**src/design/msc_pkg.sv**
```systemverilog
// Shared types, widths, register map and helpers for the motor speed calibration sequencer.
package msc_pkg;

  localparam int unsigned DUTY_W  = 16;
  localparam int unsigned TIME_W  = 32;
  localparam int unsigned SPEED_W = 16;
  localparam int unsigned FIX_W   = 32;

  localparam int unsigned DIV_NW = 52;
  localparam int unsigned DIV_DW = 16;
  localparam int unsigned DIV_CW = $clog2(DIV_NW);
  localparam int unsigned NUM_W  = DIV_NW + 1;

  localparam int unsigned IN_DATA_W  = 48;
  localparam int unsigned OUT_DATA_W = 88;
  localparam int unsigned ADDR_W     = 4;
  localparam int unsigned APB_W      = 32;

  localparam logic [1:0] REG_DUTY1  = 2'd0;
  localparam logic [1:0] REG_DUTY2  = 2'd1;
  localparam logic [1:0] REG_DUTY3  = 2'd2;
  localparam logic [1:0] REG_PERIOD = 2'd3;

  localparam logic KIND_START = 1'b0;

  typedef struct packed {
    logic              start;
    logic [DIV_NW-1:0] dividend;
    logic [DIV_DW-1:0] divisor;
  } div_req_t;

  typedef struct packed {
    logic              done;
    logic [DIV_NW-1:0] quotient;
  } div_rsp_t;

  typedef struct packed {
    logic [3:0]              pad;
    logic signed [FIX_W-1:0] intercept;
    logic signed [FIX_W-1:0] slope;
    logic                    busy;
    logic                    fault;
    logic                    done;
    logic                    wr;
    logic [DUTY_W-1:0]       duty;
  } res_t;

  function automatic logic signed [FIX_W-1:0] sat_fix(input logic signed [NUM_W-1:0] v);
    logic hi_same;
    hi_same = (&v[NUM_W-1:FIX_W-1]) | ~(|v[NUM_W-1:FIX_W-1]);
    if (hi_same) begin
      return v[FIX_W-1:0];
    end else if (v[NUM_W-1]) begin
      return {1'b1, {(FIX_W-1){1'b0}}};
    end else begin
      return {1'b0, {(FIX_W-1){1'b1}}};
    end
  endfunction

endpackage

```
**src/design/msc_div.sv**
```systemverilog
// Shared restoring divider, one quotient bit per cycle.
module msc_div
  import msc_pkg::*;
(
  input  logic     clk_i,
  input  logic     rst_ni,
  input  div_req_t req_i,
  output div_rsp_t rsp_o
);

  logic              busy_q;
  logic [DIV_CW-1:0] cnt_q;
  logic              done_q;
  logic [DIV_DW-1:0] rem_q;
  logic [DIV_NW-1:0] quo_q;
  logic [DIV_DW-1:0] den_q;
  logic [DIV_DW:0]   rem_sh;
  logic [DIV_DW:0]   rem_sub;
  logic              ge;

  assign rem_sh  = {rem_q, quo_q[DIV_NW-1]};
  assign ge      = rem_sh >= {1'b0, den_q};
  assign rem_sub = rem_sh - {1'b0, den_q};

  always_ff @(posedge clk_i or negedge rst_ni) begin
    if (!rst_ni) begin
      busy_q <= 1'b0;
      cnt_q  <= '0;
      done_q <= 1'b0;
    end else begin
      done_q <= busy_q && (cnt_q == '0);
      if (req_i.start) begin
        busy_q <= 1'b1;
        cnt_q  <= DIV_CW'(DIV_NW - 1);
      end else if (busy_q) begin
        cnt_q <= cnt_q - 1'b1;
        if (cnt_q == '0) begin
          busy_q <= 1'b0;
        end
      end
    end
  end

  always_ff @(posedge clk_i) begin
    if (req_i.start) begin
      rem_q <= '0;
      quo_q <= req_i.dividend;
      den_q <= req_i.divisor;
    end else if (busy_q) begin
      rem_q <= ge ? rem_sub[DIV_DW-1:0] : rem_sh[DIV_DW-1:0];
      quo_q <= {quo_q[DIV_NW-2:0], ge};
    end
  end

  assign rsp_o.done     = done_q;
  assign rsp_o.quotient = quo_q;

endmodule

```
**src/design/motor_speed_calibration_sequencer.sv**
```systemverilog
// Top level: calibration sequencer with APB registers, stream ports and line fit.
//
//  channel   | signals                                 | role
//  ----------+-----------------------------------------+----------------------------
//  s_axis    | tvalid tready tdata[47:0] tuser[0]      | start / tick request in
//  m_axis    | tvalid tready tdata[87:0]               | one result per request
//  apb       | psel penable pwrite paddr pwdata prdata | duty levels, step period
//
//  Start, tick and fault-fit requests: the result is registered and valid in the cycle after the request.
//  The fitting tick runs five passes of the shared divider (launch, 52 quotient bits,
//  handoff), with a multiply step before the last pass, then an output step.
//  Reset restores register defaults, idle phase and zeroed captures and fit results.
//  A request is taken only when the sequencer is idle and the output register is free
//  or being emptied in the same cycle; a stalled output holds the next request.
module motor_speed_calibration_sequencer
  import msc_pkg::*;
(
  input  logic                  clk_i,
  input  logic                  rst_ni,
  input  logic                  s_axis_tvalid,
  output logic                  s_axis_tready,
  // [31:0] time_now, [47:32] speed_rpm
  input  logic [IN_DATA_W-1:0]  s_axis_tdata,
  // [0] kind
  input  logic                  s_axis_tuser,
  output logic                  m_axis_tvalid,
  input  logic                  m_axis_tready,
  // [15:0] duty_value, [16] duty_write, [17] done_res, [18] fault, [19] busy_res,
  // [51:20] slope, [83:52] intercept, [87:84] zero
  output logic [OUT_DATA_W-1:0] m_axis_tdata,
  input  logic                  psel,
  input  logic                  penable,
  input  logic                  pwrite,
  input  logic [ADDR_W-1:0]     paddr,
  input  logic [APB_W-1:0]      pwdata,
  output logic [APB_W-1:0]      prdata,
  output logic                  pready
);

  localparam logic [2:0] PH_IDLE  = 3'd0;
  localparam logic [2:0] PH_START = 3'd1;
  localparam logic [2:0] PH_STEP1 = 3'd2;
  localparam logic [2:0] PH_STEP2 = 3'd3;
  localparam logic [2:0] PH_STEP3 = 3'd4;
  localparam logic [2:0] PH_DONE  = 3'd5;

  localparam logic [2:0] ST_IDLE     = 3'd0;
  localparam logic [2:0] ST_DIV_GO   = 3'd1;
  localparam logic [2:0] ST_DIV_WAIT = 3'd2;
  localparam logic [2:0] ST_MUL      = 3'd3;
  localparam logic [2:0] ST_OUT      = 3'd4;

  localparam logic [2:0] FS_Q0   = 3'd0;
  localparam logic [2:0] FS_Q1   = 3'd1;
  localparam logic [2:0] FS_Q2   = 3'd2;
  localparam logic [2:0] FS_M32  = 3'd3;
  localparam logic [2:0] FS_ICPT = 3'd4;

  localparam int unsigned DIFF_W = SPEED_W + 1;
  localparam int unsigned DEN_W  = DUTY_W + 2;
  localparam int unsigned SUM_W  = DUTY_W + 2;
  localparam int unsigned M16_W  = 36;
  localparam int unsigned PROD_W = M16_W + SUM_W + 1;
  localparam logic signed [DEN_W-1:0] DEN_THREE = DEN_W'(3);

  // configuration
  logic [DUTY_W-1:0] duty1_q, duty2_q, duty3_q;
  logic [TIME_W-1:0] period_q;
  logic              cfg_wr;

  // sequence state
  logic [2:0]              phase_q, phase_d;
  logic [TIME_W-1:0]       start_time_q;
  logic [SPEED_W-1:0]      spd_q [3];
  logic signed [FIX_W-1:0] slope_q, icpt_q;

  // fit sequencer
  logic [2:0]              state_q, fit_sel_q;
  logic                    neg_q;
  logic signed [NUM_W-1:0] sum_q;
  logic signed [M16_W-1:0] m16_q;
  logic signed [PROD_W-1:0] prod_q;

  // output register
  logic m_valid_q;
  res_t m_data_q;

  // request decode
  logic               in_acc, in_kind, elapsed, duty_eq, go_fit, fit_fault, record_time;
  logic [2:0]         cap_en;
  logic [TIME_W-1:0]  in_now;
  logic [SPEED_W-1:0] in_speed;
  res_t               res_now, res_fit;
  logic               out_free, out_load;

  // divider operands
  div_req_t                 div_req;
  div_rsp_t                 div_rsp;
  logic signed [DIFF_W-1:0] ds0, ds1, ds2, ds_sel;
  logic signed [DEN_W-1:0]  dd0, dd1, dd2, den_sel;
  logic signed [NUM_W-1:0]  num_sel;
  logic [NUM_W-1:0]         num_mag;
  logic [DEN_W-1:0]         den_mag;
  logic [SUM_W-1:0]         ssum, dsum;
  logic signed [PROD_W-1:0] icpt_num, prod_d;
  logic signed [NUM_W-1:0]  q_pos, q_s;
  logic [DIV_NW:0]          m16_rnd;
  logic signed [M16_W-1:0]  m16_d;

  assign in_now   = s_axis_tdata[TIME_W-1:0];
  assign in_speed = s_axis_tdata[TIME_W+SPEED_W-1:TIME_W];
  assign in_kind  = s_axis_tuser;

  assign out_free      = !m_valid_q || m_axis_tready;
  assign s_axis_tready = (state_q == ST_IDLE) && out_free;
  assign in_acc        = s_axis_tvalid && s_axis_tready;
  assign out_load      = ((state_q == ST_IDLE) && in_acc && !go_fit)
                      || ((state_q == ST_OUT) && out_free);

  assign pready = 1'b1;
  assign cfg_wr = psel && penable && pwrite && pready;

  always_comb begin
    case (paddr[3:2])
      REG_DUTY1:  prdata = APB_W'(duty1_q);
      REG_DUTY2:  prdata = APB_W'(duty2_q);
      REG_DUTY3:  prdata = APB_W'(duty3_q);
      REG_PERIOD: prdata = period_q;
      default:    prdata = '0;
    endcase
  end

  assign elapsed = (in_now - start_time_q) >= period_q;
  assign duty_eq = (duty1_q == duty2_q) || (duty2_q == duty3_q) || (duty1_q == duty3_q);

  always_comb begin
    phase_d     = phase_q;
    record_time = 1'b0;
    cap_en      = 3'b000;
    go_fit      = 1'b0;
    fit_fault   = 1'b0;
    res_now     = '0;
    res_now.slope     = slope_q;
    res_now.intercept = icpt_q;
    if (in_kind == KIND_START) begin
      phase_d = PH_START;
    end else begin
      case (phase_q)
        PH_START: begin
          record_time  = 1'b1;
          res_now.duty = duty1_q;
          res_now.wr   = 1'b1;
          phase_d      = PH_STEP1;
        end
        PH_STEP1: begin
          if (elapsed) begin
            record_time  = 1'b1;
            cap_en[0]    = 1'b1;
            res_now.duty = duty2_q;
            res_now.wr   = 1'b1;
            phase_d      = PH_STEP2;
          end
        end
        PH_STEP2: begin
          if (elapsed) begin
            record_time  = 1'b1;
            cap_en[1]    = 1'b1;
            res_now.duty = duty3_q;
            res_now.wr   = 1'b1;
            phase_d      = PH_STEP3;
          end
        end
        PH_STEP3: begin
          if (elapsed) begin
            cap_en[2]  = 1'b1;
            res_now.wr = 1'b1;
            phase_d    = PH_DONE;
          end
        end
        PH_DONE: begin
          phase_d = PH_IDLE;
          if (duty_eq) begin
            fit_fault         = 1'b1;
            res_now.done      = 1'b1;
            res_now.fault     = 1'b1;
            res_now.slope     = '0;
            res_now.intercept = '0;
          end else begin
            go_fit = 1'b1;
          end
        end
        default: phase_d = PH_IDLE;
      endcase
    end
    res_now.busy = phase_d != PH_IDLE;
  end

  always_comb begin
    res_fit           = '0;
    res_fit.done      = 1'b1;
    res_fit.slope     = slope_q;
    res_fit.intercept = icpt_q;
  end

  // divider operand selection
  assign ds0 = $signed({1'b0, spd_q[1]}) - $signed({1'b0, spd_q[0]});
  assign ds1 = $signed({1'b0, spd_q[2]}) - $signed({1'b0, spd_q[1]});
  assign ds2 = $signed({1'b0, spd_q[2]}) - $signed({1'b0, spd_q[0]});
  assign dd0 = $signed({2'b00, duty2_q}) - $signed({2'b00, duty1_q});
  assign dd1 = $signed({2'b00, duty3_q}) - $signed({2'b00, duty2_q});
  assign dd2 = $signed({2'b00, duty3_q}) - $signed({2'b00, duty1_q});

  assign ssum = SUM_W'(spd_q[0]) + SUM_W'(spd_q[1]) + SUM_W'(spd_q[2]);
  assign dsum = SUM_W'(duty1_q) + SUM_W'(duty2_q) + SUM_W'(duty3_q);
  assign icpt_num = $signed({{(PROD_W-SUM_W-16){1'b0}}, ssum, 16'h0000}) - prod_q;
  assign prod_d   = m16_q * $signed({1'b0, dsum});

  always_comb begin
    case (fit_sel_q)
      FS_Q0:   begin ds_sel = ds0; den_sel = dd0; end
      FS_Q1:   begin ds_sel = ds1; den_sel = dd1; end
      default: begin ds_sel = ds2; den_sel = dd2; end
    endcase
    case (fit_sel_q)
      FS_M32: begin
        num_sel = sum_q;
        den_sel = DEN_THREE;
      end
      FS_ICPT: begin
        num_sel = icpt_num[NUM_W-1:0];
        den_sel = DEN_THREE;
      end
      default: num_sel = {{(NUM_W-DIFF_W-32){ds_sel[DIFF_W-1]}}, ds_sel, 32'h0};
    endcase
  end

  assign num_mag = num_sel[NUM_W-1] ? NUM_W'(-num_sel) : NUM_W'(num_sel);
  assign den_mag = den_sel[DEN_W-1] ? DEN_W'(-den_sel) : DEN_W'(den_sel);

  assign div_req.start    = state_q == ST_DIV_GO;
  assign div_req.dividend = num_mag[DIV_NW-1:0]
                          + {{(DIV_NW-DIV_DW+1){1'b0}}, den_mag[DIV_DW-1:1]};
  assign div_req.divisor  = den_mag[DIV_DW-1:0];

  msc_div u_div (
    .clk_i  (clk_i),
    .rst_ni (rst_ni),
    .req_i  (div_req),
    .rsp_o  (div_rsp)
  );

  assign q_pos   = $signed({1'b0, div_rsp.quotient});
  assign q_s     = neg_q ? -q_pos : q_pos;
  assign m16_rnd = {1'b0, div_rsp.quotient} + (DIV_NW+1)'(32768);
  assign m16_d   = neg_q ? -$signed({1'b0, m16_rnd[M16_W+14:16]})
                         :  $signed({1'b0, m16_rnd[M16_W+14:16]});

  // control and architectural state
  always_ff @(posedge clk_i or negedge rst_ni) begin
    if (!rst_ni) begin
      duty1_q      <= DUTY_W'(16384);
      duty2_q      <= DUTY_W'(32768);
      duty3_q      <= DUTY_W'(49152);
      period_q     <= TIME_W'(1000);
      phase_q      <= PH_IDLE;
      start_time_q <= '0;
      spd_q[0]     <= '0;
      spd_q[1]     <= '0;
      spd_q[2]     <= '0;
      slope_q      <= '0;
      icpt_q       <= '0;
      state_q      <= ST_IDLE;
      fit_sel_q    <= FS_Q0;
      m_valid_q    <= 1'b0;
    end else begin
      if (cfg_wr) begin
        case (paddr[3:2])
          REG_DUTY1:  duty1_q  <= pwdata[DUTY_W-1:0];
          REG_DUTY2:  duty2_q  <= pwdata[DUTY_W-1:0];
          REG_DUTY3:  duty3_q  <= pwdata[DUTY_W-1:0];
          REG_PERIOD: period_q <= pwdata[TIME_W-1:0];
          default: ;
        endcase
      end

      if (out_load) begin
        m_valid_q <= 1'b1;
      end else if (m_axis_tready) begin
        m_valid_q <= 1'b0;
      end

      case (state_q)
        ST_IDLE: begin
          if (in_acc) begin
            phase_q <= phase_d;
            if (record_time) start_time_q <= in_now;
            if (cap_en[0]) spd_q[0] <= in_speed;
            if (cap_en[1]) spd_q[1] <= in_speed;
            if (cap_en[2]) spd_q[2] <= in_speed;
            if (fit_fault) begin
              slope_q <= '0;
              icpt_q  <= '0;
            end
            if (go_fit) begin
              fit_sel_q <= FS_Q0;
              state_q   <= ST_DIV_GO;
            end
          end
        end
        ST_DIV_GO: state_q <= ST_DIV_WAIT;
        ST_DIV_WAIT: begin
          if (div_rsp.done) begin
            case (fit_sel_q)
              FS_Q0, FS_Q1, FS_Q2: begin
                fit_sel_q <= fit_sel_q + 3'd1;
                state_q   <= ST_DIV_GO;
              end
              FS_M32: begin
                slope_q <= sat_fix({{(NUM_W-M16_W){m16_d[M16_W-1]}}, m16_d});
                state_q <= ST_MUL;
              end
              default: begin
                icpt_q  <= sat_fix(q_s);
                state_q <= ST_OUT;
              end
            endcase
          end
        end
        ST_MUL: begin
          fit_sel_q <= FS_ICPT;
          state_q   <= ST_DIV_GO;
        end
        ST_OUT: begin
          if (out_free) begin
            state_q <= ST_IDLE;
          end
        end
        default: state_q <= ST_IDLE;
      endcase
    end
  end

  // datapath registers
  always_ff @(posedge clk_i) begin
    if (state_q == ST_IDLE && in_acc) begin
      sum_q    <= '0;
      m_data_q <= res_now;
    end
    if (state_q == ST_OUT && out_free) begin
      m_data_q <= res_fit;
    end
    if (state_q == ST_DIV_GO) begin
      neg_q <= num_sel[NUM_W-1] ^ den_sel[DEN_W-1];
    end
    if (state_q == ST_DIV_WAIT && div_rsp.done) begin
      if (fit_sel_q == FS_Q0 || fit_sel_q == FS_Q1 || fit_sel_q == FS_Q2) begin
        sum_q <= sum_q + q_s;
      end
      if (fit_sel_q == FS_M32) begin
        m16_q <= m16_d;
      end
    end
    if (state_q == ST_MUL) begin
      prod_q <= prod_d;
    end
  end

  assign m_axis_tvalid = m_valid_q;
  assign m_axis_tdata  = m_data_q;

`ifndef SYNTHESIS
  a_div_done_in_wait: assert property (@(posedge clk_i) disable iff (!rst_ni)
    div_rsp.done |-> state_q == ST_DIV_WAIT)
    else $error("divider finished outside the wait state");

  a_simple_result_next: assert property (@(posedge clk_i) disable iff (!rst_ni)
    (in_acc && !go_fit) |=> m_axis_tvalid)
    else $error("result missing after a one-cycle request");

  a_fault_with_done: assert property (@(posedge clk_i) disable iff (!rst_ni)
    m_axis_tvalid |-> (!m_data_q.fault || m_data_q.done))
    else $error("fault flagged without a fit");

  a_fit_holds_input: assert property (@(posedge clk_i) disable iff (!rst_ni)
    (in_acc && go_fit) |=> (!s_axis_tready && phase_q == PH_IDLE))
    else $error("request taken while the fit runs");
`endif

endmodule

```
**config.mk**
```make
export PLATFORM = sky130hd
export DESIGN_NAME = motor_speed_calibration_sequencer
export DESIGN_NICKNAME = d
export VERILOG_FILES = /design/src/design/msc_pkg.sv /design/src/design/msc_div.sv /design/src/design/motor_speed_calibration_sequencer.sv
export SDC_FILE = /design/constraint.sdc
export NUM_CORES = 2
export LEC_CHECK = 0
export BUFFER_PORTS_ARGS = -buffer_cell sky130_fd_sc_hd__buf_2
export CAP_MARGIN = 10
export CELL_PAD_IN_SITES_DETAIL_PLACEMENT = 2
export CELL_PAD_IN_SITES_GLOBAL_PLACEMENT = 2
export CORE_ASPECT_RATIO = 1.25
export CORE_MARGIN = 8
export CORE_UTILIZATION = 40
export CTS_CLUSTER_SIZE = 30
export DETAILED_ROUTE_END_ITERATION = 8
export PLACE_DENSITY_LB_ADDON = 0.1
export SYNTH_ARGS = -nofsm -noshare
export SYNTH_HDL_FRONTEND = slang
export SYNTH_HIERARCHICAL = 1
export SYNTH_SLANG_ARGS = --single-unit
```
**constraint.sdc**
```tcl
create_clock -name clk_i -period 32.8 [get_ports clk_i]
set_clock_uncertainty 0.1 [all_clocks]
set_input_delay 3.28 -clock clk_i [delete_from_list [all_inputs] [get_ports clk_i]]
set_output_delay 3.28 -clock clk_i [all_outputs]
set_load 0.03 [all_outputs]
```
==> reports/qor.yml <==
crit_arrival_ns: 13.04
fin_crit_sh: 0.387
grt_max_degree: 79
seq_area_um2: 14500
finalWirelength_um: 244000
htreeDepth: 3
yosys-top-cells-area: "fa_1, edfxtp_1, dfrtp_1"
yosys_warnings: 6
fin_crit_ns: 12.71
max_stage_delay_ns: 0.77
track_usage: 0.278
hold_end: "m_axis_tdata[3]"
setup_viol: 0
hold_viol_final: 0
status: "complete, no violations"
antenna_found_initial: 21
synthToLayoutAreaGrowth_pct: 8.64
yosysUniqueCellTypes: 112
rows: 164
worstReg2RegEnd: "prod_q[52]"
via_count: 54300
wl_met3_um: 7670
clkTransAtPathRegs_ns: 0.06
ys_async_sr_fraction: 0.438
dominantRegCellSynth: "dfrtp_1"
cts_resized: 0
path_common_cell: "fa_1"
critical_path_class: "reg2reg"
yosys.area.top_type_share: 0.204
hold_path_startpoint: "m_axis_tdata[3]"
hold_depth: 2
slew_viol_final: 0
crit_fanout: 36
cts_tree: "built"
core_um2: 159000
fin_tns_setup_ns: 0
portBuffers: 207
crit_start: "duty3_q[1]"
multi_input_comb_area_um2: 44700
syn_inst: 7239
drt_iter0_drc: 2462
die_area_um2: 173000
cp_num_buf_inv: 4
fillers: 17600
maxCapViolCount: 0
final_nets: 8437
max_freq_mhz: 78.7
routed_via_density: 5.77
ant_nets: 0
synth_top_area_cell: "fa_1"
grt_pass1_wl_um: 376000
wl_met2_um: 126000
cp-start-kind: "register"
wl_per_cell_um: 25.9
wl_met1_um: 99700
final_common_cell: "inv_1"
synth_edf_count: 222
cp.required_ns: 33.13
path_delay_family: "compound AO/OA/AOI/OAI gates"
clock-sinks: 553
die_x_um: 374
hp-class: "reg2reg"
clk_latency_ns: 0.69
grt_pass1_vias: 62200
drive_gt1_frac: 0.0888
yosysSeqAreaShare: 0.227
top_layer: "met5"
avgSynthCellArea_um2: 8.84
drc: 0
overflow: 0
slowest_stage: "o41ai_1"
firstDrtPassIters: 5
r2r_setup_slack_ns: 20.09
root_buffer: "clkbuf_16"
rsz0062_at_grt: "false"
chipHeight_um: 463
r2r_start: "duty3_q[1]"
cts-hold-fix-buffers: 0
synth_area_um2: 64000
tightest_slew_ns: 1.22
post_cts_buffers: 0
mostFrequentLayoutCells: "inv_1, nand2_1, fa_1, ha_1, o21ai_0"
start_util: 0.402
ys_seq_elements: 553
cts_buffer_depth: 3
numCtsBuffers: 71
dp_hpwl_um: 191000
slew_headroom: 0.187
ff2ff_path_depth: 37
finalWeightedCongestion: 0.889
ioPinCount: 215
crit_path_end_kind: "register"
## metrics by stage
| stage | instances | hold WS (ns) | area [µm²] | util | worst slack [ns] |
|---|---|---|---|---|---|
| 3_3_place_gp | 9277 | 0.331 | 67200 | 0.422 | 20.53 |
| 2_1_floorplan | 7242 | 0.342 | 64000 | - | 22.22 |
| 5_1_grt | 9409 | 0.393 | 69500 | 0.436 | 19.20 |
| 4_1_cts | 9408 | 0.368 | 69500 | 0.436 | 20.06 |
| 6_report | 9416 | 0.363 | 69600 | 0.436 | 20.09 |
| 3_5_place_dp | 9277 | 0.351 | 67200 | 0.422 | 20.10 |
## worst min-delay path, stage by stage, from the launching register on
cell     delay [ns]
dfxtp_1        0.32
nand2_1        0.04
o21ai_0        0.06
## registers in the layout (all words and copies together), names as in the netlist, 3 cells and up
register,count
period_q,32
m16_q,36
fit_sel_q,3
duty3_q,16
duty1_q,16
duty2_q,16
sum_q,53
u_div/quo_q,52
spd_q,48
state_q,3
u_div/rem_q,16
start_time_q,32
slope_q,32
u_div/den_q,16
icpt_q,32
prod_q,53
u_div/cnt_q,6
phase_q,3
m_axis_tdata,84
## synth_stat cells (120+ instances only)
library cell / number
a21o_1: 120
mux2_2: 122
fa_1: 652
xnor2_1: 315
clkbuf_1: 289
ha_1: 418
and2_1: 297
edfxtp_1: 222
a21oi_1: 292
nand3_1: 125
inv_1: 998
nor2_1: 368
dfrtp_1: 232
nand2_1: 898
xor2_1: 143
o21ai_0: 407
## layout make-up
class	instances	area share
diodes	8	0.000288
clock inverters	35	0.00509
clock buffers	96	0.0285
flip-flops and latches	553	0.209
well taps	2075	0.0373
repair buffers	289	0.0239
multi-input cells	5362	0.642
inverters	998	0.0539
## metal layers
layer | vias up | track usage
met5 | - | 0
met4 | 14 | 0.112
met1 | 28600 | 0.330
li1 | 24200 | -
met3 | 457 | 0.0312
met2 | 1022 | 0.509
## cells by family (layout without fill, tap and decap cells)
logic type	count (synthesis)	after routing	synth area share
compound gates	1378	1378	0.140
xor+xnor	459	459	0.0631
fa+ha+maj	1070	1070	0.286
buf+inv	1327	1418	0.0789
flops	553	553	0.227
mux	175	175	0.0329
other cells	2	13	0.000117
simple gates	2275	2275	0.173
## worst max path at each step
stage | endpoint | slack (ns) | cells past startpoint
after floorplan | u_div/quo_q[46] | 22.22 | 50
after global placement | prod_q[52] | 20.53 | 37
after CTS | prod_q[52] | 20.06 | 37
after global routing | u_div/quo_q[43] | 19.20 | 45
after detailed placement | prod_q[52] | 20.10 | 37
final | prod_q[52] | 20.09 | 37
Power is not shown: default switching activity piles up to over one toggle a cycle in this logic, so the estimate is an artifact.
